==> src/sv/pewb_pkg.sv <==
// pewb_pkg: shared types, constants and defaults for the prewitt edge binarizer
// used by pewb_cell and prewitt_edge_binarize_top; depends on nothing

package pewb_pkg;

  // default sizes of the line stores and the frame
  localparam int unsigned MAX_WIDTH_DEF  = 2048;
  localparam int unsigned MAX_HEIGHT_DEF = 4096;

  // field widths
  localparam int unsigned PIX_W    = 8;
  localparam int unsigned FW_W     = 12;  // frame_width register field
  localparam int unsigned FH_W     = 13;  // frame_height register field
  localparam int unsigned CFG_IDX_W  = 2;
  localparam int unsigned CFG_DATA_W = 13;

  // window arithmetic widths
  localparam int unsigned SUM_W  = 10;  // sum of three pixels
  localparam int unsigned DIFF_W = 9;   // signed bottom minus top
  localparam int unsigned G_W    = 11;  // signed gradient
  localparam int unsigned ABS_W  = 10;  // |gradient|, at most 765
  localparam int unsigned PROD_W = 20;

  // floor(a / 3) = (a * 683) >> 11 for every a below 2048
  localparam logic [PROD_W-1:0] DIV3_MUL = 20'd683;
  localparam int unsigned       DIV3_SH  = 11;

  // register reset values
  localparam int unsigned FRAME_WIDTH_RST  = 512;
  localparam int unsigned FRAME_HEIGHT_RST = 512;
  localparam logic [PIX_W-1:0] THRESHOLD_RST = 8'd40;

  localparam logic [PIX_W-1:0] PIX_WHITE = 8'd255;
  localparam logic [PIX_W-1:0] PIX_BLACK = 8'd0;

  // input action codes
  localparam logic ACT_PIXEL = 1'b0;
  localparam logic ACT_FLUSH = 1'b1;

  typedef enum logic [CFG_IDX_W-1:0] {
    CFG_FRAME_WIDTH  = 2'd0,
    CFG_FRAME_HEIGHT = 2'd1,
    CFG_THRESHOLD    = 2'd2
  } cfg_reg_e;

  typedef struct packed {
    logic             action;    // 0 = pixel, 1 = flush
    logic [PIX_W-1:0] pixel_in;
  } in_item_t;

  typedef struct packed {
    logic [PIX_W-1:0] out_pixel;
    logic [PIX_W-1:0] edge_magnitude;
    logic             frame_last;
  } out_item_t;

  // one window column, top row oldest
  typedef struct packed {
    logic [PIX_W-1:0] top;
    logic [PIX_W-1:0] mid;
    logic [PIX_W-1:0] bot;
  } pix_col_t;

endpackage

==> src/sv/pewb_cell.sv <==
// pewb_cell: one column of the 3x3 window; shifts to its neighbor and gives
// the column sum and bottom-minus-top difference; depends on pewb_pkg

module pewb_cell (
  input  logic                                clk_i,
  input  logic                                rst_ni,
  input  logic                                shift_i,
  input  pewb_pkg::pix_col_t                  col_i,
  output pewb_pkg::pix_col_t                  col_o,
  output logic [pewb_pkg::SUM_W-1:0]          sum_o,
  output logic signed [pewb_pkg::DIFF_W-1:0]  diff_o
);

  pewb_pkg::pix_col_t col_q;

  always_ff @(posedge clk_i or negedge rst_ni) begin
    if (!rst_ni) begin
      col_q <= '0;
    end else if (shift_i) begin
      col_q <= col_i;
    end
  end

  assign col_o  = col_q;
  assign sum_o  = pewb_pkg::SUM_W'(col_q.top) + pewb_pkg::SUM_W'(col_q.mid)
                + pewb_pkg::SUM_W'(col_q.bot);
  assign diff_o = $signed({1'b0, col_q.bot}) - $signed({1'b0, col_q.top});

endmodule
==> config.mk <==
export PLATFORM = sky130hd
export DESIGN_NAME = pewb_cell
export DESIGN_NICKNAME = d
export VERILOG_FILES = /design/src/sv/pewb_pkg.sv /design/src/sv/pewb_cell.sv
export SDC_FILE = /design/constraint.sdc
export NUM_CORES = 1
export LEC_CHECK = 0
export BUFFER_PORTS_ARGS = -buffer_cell sky130_fd_sc_hd__buf_2
export CAP_MARGIN = 40
export CORE_MARGIN = 4
export CORE_UTILIZATION = 40
export CTS_CLUSTER_SIZE = 10
export DETAILED_ROUTE_END_ITERATION = 8
export MAX_ROUTING_LAYER = met4
export PLACE_DENSITY = 0.8
export SKIP_LAST_GASP = 1
export SLEW_MARGIN = 20
export SYNTH_ARGS = -nofsm -noshare
export SYNTH_HDL_FRONTEND = slang
export SYNTH_SLANG_ARGS = --single-unit
==> constraint.sdc <==
create_clock -name clk_i -period 3.5 [get_ports clk_i]
set_input_delay 0.7 -clock clk_i [delete_from_list [all_inputs] [get_ports clk_i]]
set_output_delay 0.7 -clock clk_i [all_outputs]
set_load 0.005 [all_outputs]
## After elaboration in Yosys (flattened, before gate mapping)

Cells that the tools add are included.

| word-level totals | value |
|---|---|
| register bits after elaboration | 24 |
| input port bits | 27 |
| output and inout port bits | 43 |
| word-level logic and storage cells | 6 |

| cells by class | value |
|---|---|
| add/sub/neg operators | 3 |

Operators by type and width:

| kind | count |
|---|---|
| $add A9 B8 Y10 | 1 |
| $add A8 B8 Y9 | 1 |
| $sub A8 B8 Y9 | 1 |

## Logic depth before layout (Yosys ltp)

Gate-level depths: netlist of run 1.

| logic depth | value |
|---|---|
| word-level depth | 2 |
| gate-level depth with buffers | 9 |

## Worst setup path after synthesis of run 1

No wires, ideal clock.

| timing path | value |
|---|---|
| path type | register to output |
| start point | register col_q, in the netlist col_o[1] |
| end point | output port sum_o[7] in the netlist's numbering |
| data arrival time | 2.119 ns |
| setup slack | 0.681 ns |
| cell stages (with the launch flop) | 8 |
| path buffers | 0 |
| cell sequence | dfrtp_1 -> fa_1 -> ha_1 -> fa_1 -> a21oi_1 -> o21ai_0 -> a211oi_1 -> a21oi_1 |

| between the ends | value |
|---|---|
| word-level cells in the longest chain between the ends | 1 |

Ends and longest elaborated chain:

| element | line | text |
|---|---|---|
| start, declared | pewb_cell.sv:14 | `pewb_pkg::pix_col_t col_q;` |
| start signal, assigned | pewb_cell.sv:20 | `col_q <= col_i;` |
| $add A9 B8 Y10 | pewb_cell.sv:26 | `+ pewb_pkg::SUM_W'(col_q.bot);` |
| end, declared | pewb_cell.sv:10 | `output logic [pewb_pkg::SUM_W-1:0] sum_o,` |

No other way between the ends.

## Final worst setup path of run 1

Same ends and word-level chain as after synthesis.

==> run_results.csv, run 1 <==
group,metric,value,unit
global_route,grtUsageMet2,0.272,
timing,hold_viol_final,0,
critical_path,r2r_end,"col_o[3]$_DFFE_PN0P_",
layout,fillers,389,
yosys,postSynthCellCount,167,
cts,htreeDepth,1,
placed_design,io_buffers,69,
cts,cts_buffers,3,
global_route,antenna_found_initial,0,
global_route,gr-usage-all-layers,0.170,
critical_path,crit_top_cell,"fa_1",
placed_design,gp_congestion,0.853,
yosys,yosysTopAreaCellShare,0.360,
layout,final_cells,285,
critical_path,reg2reg_setup_slack,2.66,ns
critical_path,cpMaxStageDelayCell,"fa_1",
layout,final_common_cell,"buf_2",
critical_path,worstRegToRegCells,1,
critical_path,crit_required,2.80,ns
run,maxCapViolCount,0,
detailed_routing,drt_iter0_drc,61,
power,p_int,0.000639,W
cts,clock_path_buffers,2,
critical_path,path_cells,"fa_1, ha_1, fa_1, a21oi_2, o21ai_0, a211oi_1, a21oi_1, buf_2",
critical_path,timing.rr.start,"col_o[3]$_DFFE_PN0P_",
floorplanning,die_h,72.6,µm
placed_design,post_dp_cell_area,0.00206,mm²
floorplanning,die_w,72.6,µm
power,netSwitchingFraction,0.374,
timing,fin_crit,3.30,ns
timing,skew,0,ns
layout,post-route-util,0.522,
power,peakVddDrop,0.153,mV
detailed_routing,vias,1450,
timing,tightest_slew,0.636,ns
critical_path,cp-start-kind,"flop",
layout,layout_common_cells,"69 x buf_2, 24 x dfrtp_1, 22 x o21ai_0",
layout,antenna_cells,0,
cts,clkSinkCount,24,
layout,layout.nets,289,
cts,post_cts_buffers,0,
power,seq_power_share,0.326,
global_route,grt_busiest_layer,"met2",
power,power_density,485,mW/mm²
critical_path,cp.arrival,2.60,ns
placed_design,dp_hpwl,3440,µm
cts,root_buffer,"clkbuf_8",
yosys,syn-cell-area,0.00167,mm²
detailed_routing,ant_nets,0,
critical_path,cpPeakStageDelay,0.49,ns
cts,clock_latency,0.26,ns
power,power_leakage,1.08,nW
timing,rsz0062_at_grt,"no",
cts,clkTransAtPathRegs,0.08,ns
power,power,0.00102,W
cts,cts_tree,"done",
timing,drv_slew,0,
layout,regArea,601,µm²
critical_path,crit_type,"reg -> out",
timing,setup_viol,0,
floorplanning,start_util,0.414,
power,switchingPower,0.000382,W
cts,ctsHoldBuffers,0,
timing,tns,0,ns
timing,post-route-period-util,0.944,
yosys,yosys_warnings,0,
power,combPwrFrac,0.515,
detailed_routing,drc,0,
detailed_routing,wirelength,4160,µm
critical_path,cp_max_fo,4,
layout,area_growth,26.1,%
power,p_clk_frac,0.159,
layout,largest_reg_flops,24,
floorplanning,core_area,0.00403,mm²
detailed_routing,wire_per_inst,14.6,µm
global_route,grt_pass1_wl,6880,µm
global_route,grt_max_degree,38,
outcome,status,"complete, no violations",
timing,slew-limit-headroom,0.576,
floorplanning,core.rowCount,23,
yosys,syn_nets,219,
detailed_routing,avgViaCountPerCell,5.09,
yosys,async_flop_share,1.00,
layout,stdcell_area,0.00210,mm²
detailed_routing,first_pass_iters,4,
yosys,synth_area_per_cell,9.99,µm²
global_route,grt_use_met3,0.0110,
global_route,grt-ovfl-total,0,
yosys,synth.distinct_cells,27,
yosys,ys_top_cells_by_area,"dfrtp_1 36%, fa_1 12%, ha_1 11%",
global_route,met1_usage,0.233,
timing,max_freq,303,MHz
layout,drive_gt1_frac,0.366,
layout,multi_input_area,976,µm²
yosys,ys_seq_elements,24,
min_path,hp-class,"in -> async",
yosys,yosysTopAreaCell,"dfrtp_1",
yosys,ys.flop_type,"dfrtp_1",
placed_design,placed_cells,282,
global_route,grt_pass1_vias,1450,
floorplanning,dieArea,0.00527,mm²
yosys,ys_seq_area_frac,0.360,
yosys,synth-edff-count,0,
floorplanning,io_pins,70,
critical_path,endpoint_kind,"primary output",
-- per-layer routing --
metal  vias up  wire (µm)
met3         8        177
met2        42       2070
met4         0         84
li1        707          -
met5         -          0
met1       693       1830
-- how the worst max path moves through the flow --
stage / start / to / slack [ns] / cells after the start
after CTS: col_o[1]$_DFFE_PN0P_ / sum_o[7] / 0.12 / 8
after global routing: col_o[1]$_DFFE_PN0P_ / sum_o[7] / 0.03 / 8
after floorplan: col_o[1]$_DFFE_PN0P_ / sum_o[7] / 0.68 / 7
final: col_o[1]$_DFFE_PN0P_ / sum_o[7] / 0.20 / 8
after global placement: col_o[1]$_DFFE_PN0P_ / sum_o[7] / 0.48 / 8
after detailed placement: col_o[1]$_DFFE_PN0P_ / sum_o[7] / 0.42 / 8
-- per-stage QoR --
step	worst slack [ns]	hold slack [ns]
after global routing	0.0318	0.446
final	0.195	0.412
after CTS	0.117	0.430
after floorplan	0.681	0.404
after detailed placement	0.418	0.563
after global placement	0.478	0.543
-- kinds of logic (layout without fill, tap and decap cells) --
kind of cell / after synthesis / in the layout / share of synthesized area
compound gates: 47 / 47 / 0.162
simple gates: 27 / 27 / 0.0712
buf+inv: 25 / 93 / 0.0577
flops: 24 / 24 / 0.360
mux: 12 / 12 / 0.0802
fa+ha+maj: 25 / 25 / 0.232
xor+xnor: 7 / 7 / 0.0367
-- Yosys cell counts (all sizes together), types with 3 or more instances --
master and n:
a211oi 3, ha 15, xor2 3, fa 10, xnor2 4, o21ai 22
nand2 15, mux2 11, inv 21, a21oi 11, nor2b 3, nor2 6
dfrtp 24, o21a 3
-- area by class of cell --
| type | instances | area share |
|---|---|---|
| well taps | 50 | 0.0297 |
| flip-flops and latches | 24 | 0.285 |
| multi-input cells | 118 | 0.464 |
| clock buffers | 3 | 0.0196 |
| repair buffers | 69 | 0.164 |
| inverters | 21 | 0.0375 |
-- worst max-delay path, delay by kind of cell (launching register included) --
kind	cells	cell delay, ns
adders and majority gates	3	1.16
AOI/OAI and AO/OA	4	0.61
DFF	1	0.44
buffers and inverters	1	0.13
-- power by group through the flow --
stage | Clock, W | Sequential (W) | Combinational [W]
finish | 0.000162 | 0.000333 | 0.000526
global route | 0.000180 | 0.000338 | 0.000596
CTS | 0.000169 | 0.000333 | 0.000528
detailed placement | 0 | 0.000339 | 0.000525
global placement | 0 | 0.000337 | 0.000513
floorplan | 0 | 0.000336 | 0.000323
-- what timing repair did --
action                                  in CTS  in global routing
resized for setup                            0                  1
endpoints found under the hold margin        0                  0
endpoints found under the setup margin       0                  1
No activity file was read; power rests on OpenSTA's default activity.
==> run 2: changes to the inputs <==
Settings changed: CORE_ASPECT_RATIO set to 0.7.
==> run 2 against run 1 <==
Effect of this change: first-iteration DRC count grew 28%; core utilization increased by 1.6 points; highest routed layer unchanged; wire length is 2.3% lower; die area is 0.31% higher.
==> run_results.csv, run 2 (synthesis gave the netlist of run 1 again) <==
group,metric,value,unit
critical_path,cpPeakStageDelay,0.49,ns
detailed_routing,avgViaCountPerCell,4.96,
cts,postCtsResizedCells,0,
critical_path,crit_type,"reg -> out",
cts,root_buffer,"clkbuf_8",
power,power_density,517,mW/mm²
critical_path,crit_top_cell,"fa_1",
cts,clock_path_buffers,2,
layout,layout.nets,289,
cts,cts_tree,"done",
critical_path,cpMaxStageDelayCell,"fa_1",
floorplanning,start_util,0.420,
floorplanning,core_area,0.00397,mm²
placed_design,placed_cells,284,
timing,hold_viol_final,0,
global_route,grt_max_degree,38,
power,power_leakage,1.10,nW
detailed_routing,vias,1428,
placed_design,gp_congestion,0.862,
layout,antenna_cells,0,
global_route,antenna_found_initial,0,
layout,largest_reg_flops,24,
detailed_routing,wire_per_inst,14.1,µm
run,maxCapViolCount,0,
floorplanning,core.rowCount,19,
global_route,gr-usage-all-layers,0.162,
critical_path,crit_required,2.80,ns
global_route,grt-ovfl-total,0,
detailed_routing,drt_iter0_drc,78,
cts,clkSinkCount,24,
detailed_routing,wirelength,4060,µm
outcome,status,"complete, no violations",
cts,ctsHoldBuffers,0,
layout,final_common_cell,"buf_2",
timing,fin_crit,3.34,ns
floorplanning,dieArea,0.00529,mm²
critical_path,path_cells,"fa_1, ha_1, fa_1, a21oi_2, o21ai_0, a211oi_1, a21oi_1, buf_2",
global_route,grt_pass1_wl,6510,µm
layout,stdcell_area,0.00214,mm²
timing,setup_viol,0,
cts,post_cts_buffers,0,
timing,rsz0062_at_grt,"no",
detailed_routing,first_pass_iters,4,
floorplanning,io_pins,70,
floorplanning,die_w,85.2,µm
timing,drv_slew,0,
layout,drive_gt1_frac,0.373,
cts,cts_buffers,3,
placed_design,io_buffers,69,
critical_path,endpoint_kind,"primary output",
critical_path,cp-start-kind,"flop",
detailed_routing,drc,0,
layout,area_growth,28.1,%
timing,max_freq,299,MHz
timing,skew,0,ns
cts,clock_latency,0.26,ns
timing,whs,0.404,ns
timing,slew-limit-headroom,0.588,
global_route,grt_pass1_vias,1406,
layout,layout_common_cells,"69 x buf_2, 23 x dfrtp_1, 22 x o21ai_0",
timing,tightest_slew,0.619,ns
cts,htreeDepth,1,
critical_path,cp_max_fo,4,
cts,clkTransAtPathRegs,0.09,ns
layout,final_cells,288,
placed_design,dp_hpwl,3380,µm
power,peakVddDrop,0.306,mV
placed_design,post_dp_cell_area,0.00206,mm²
timing,post-route-period-util,0.955,
timing,tns,0,ns
min_path,hp-class,"in -> async",
critical_path,cp.arrival,2.64,ns
floorplanning,die_h,62.0,µm
detailed_routing,ant_nets,0,
layout,post-route-util,0.539,
-- run 2: cell types whose count changed in the layout (fill, tap and decap cells not counted) --
cell       previous run  this run
bufinv_16             0         1
dfrtp_1              24        23
dfrtp_2               0         1
-- run 2: critical path: cells and delay by family (launching register included) --
kind	cells	cell delay (ns)
fa+ha+maj	3	1.17
compound gates	4	0.61
flops	1	0.45
buf+inv	1	0.13
-- run 2: cell type report --
type / count / area, µm²
Clock buffer: 3 / 41.3
Clock inverter: 1 / 30.0
Fill cell: 355 / 1830
Inverter: 21 / 78.8
Multi-Input combinational cell: 118 / 976
Sequential cell: 24 / 602
Tap cell: 52 / 65.1
Timing Repair Buffer: 69 / 345
-- run 2: routing by layer --
layer  track usage  wire, µm  vias up
met4        0.0361        30        0
met2         0.257      1860       38
met5             -         0        -
met3        0.0303       187        2
met1         0.220      1980      682
li1              -         -      706
-- run 2: power by group --
part           internal, W  switching (W)
Combinational     0.000259       0.000269
Sequential        0.000304      0.0000302
Clock             0.000153      0.0000904
Total             0.000716       0.000389
-- run 2: final timing paths --
kind	start	to	slack, ns	cells after the start
worst max-delay path	col_o[1]$_DFFE_PN0P_	sum_o[7]	0.16	8
worst min-delay path	rst_ni	col_o[23]$_DFFE_PN0P_	0.40	1
worst max register to register	col_o[3]$_DFFE_PN0P_	col_o[3]$_DFFE_PN0P_	2.65	1
worst min register to register	col_o[13]$_DFFE_PN0P_	col_o[13]$_DFFE_PN0P_	0.58	1
max in group asynchronous	rst_ni	col_o[1]$_DFFE_PN0P_	2.71	1
min in group clk_i	col_o[13]$_DFFE_PN0P_	col_o[13]$_DFFE_PN0P_	0.58	1
-- run 2: metrics by stage --
step,power [W],setup slack (ns)
floorplan,0.000659,0.681
global placement,0.000855,0.506
detailed placement,0.000864,0.403
CTS,0.00111,0.0831
global route,0.00120,0.0108
finish,0.00110,0.157
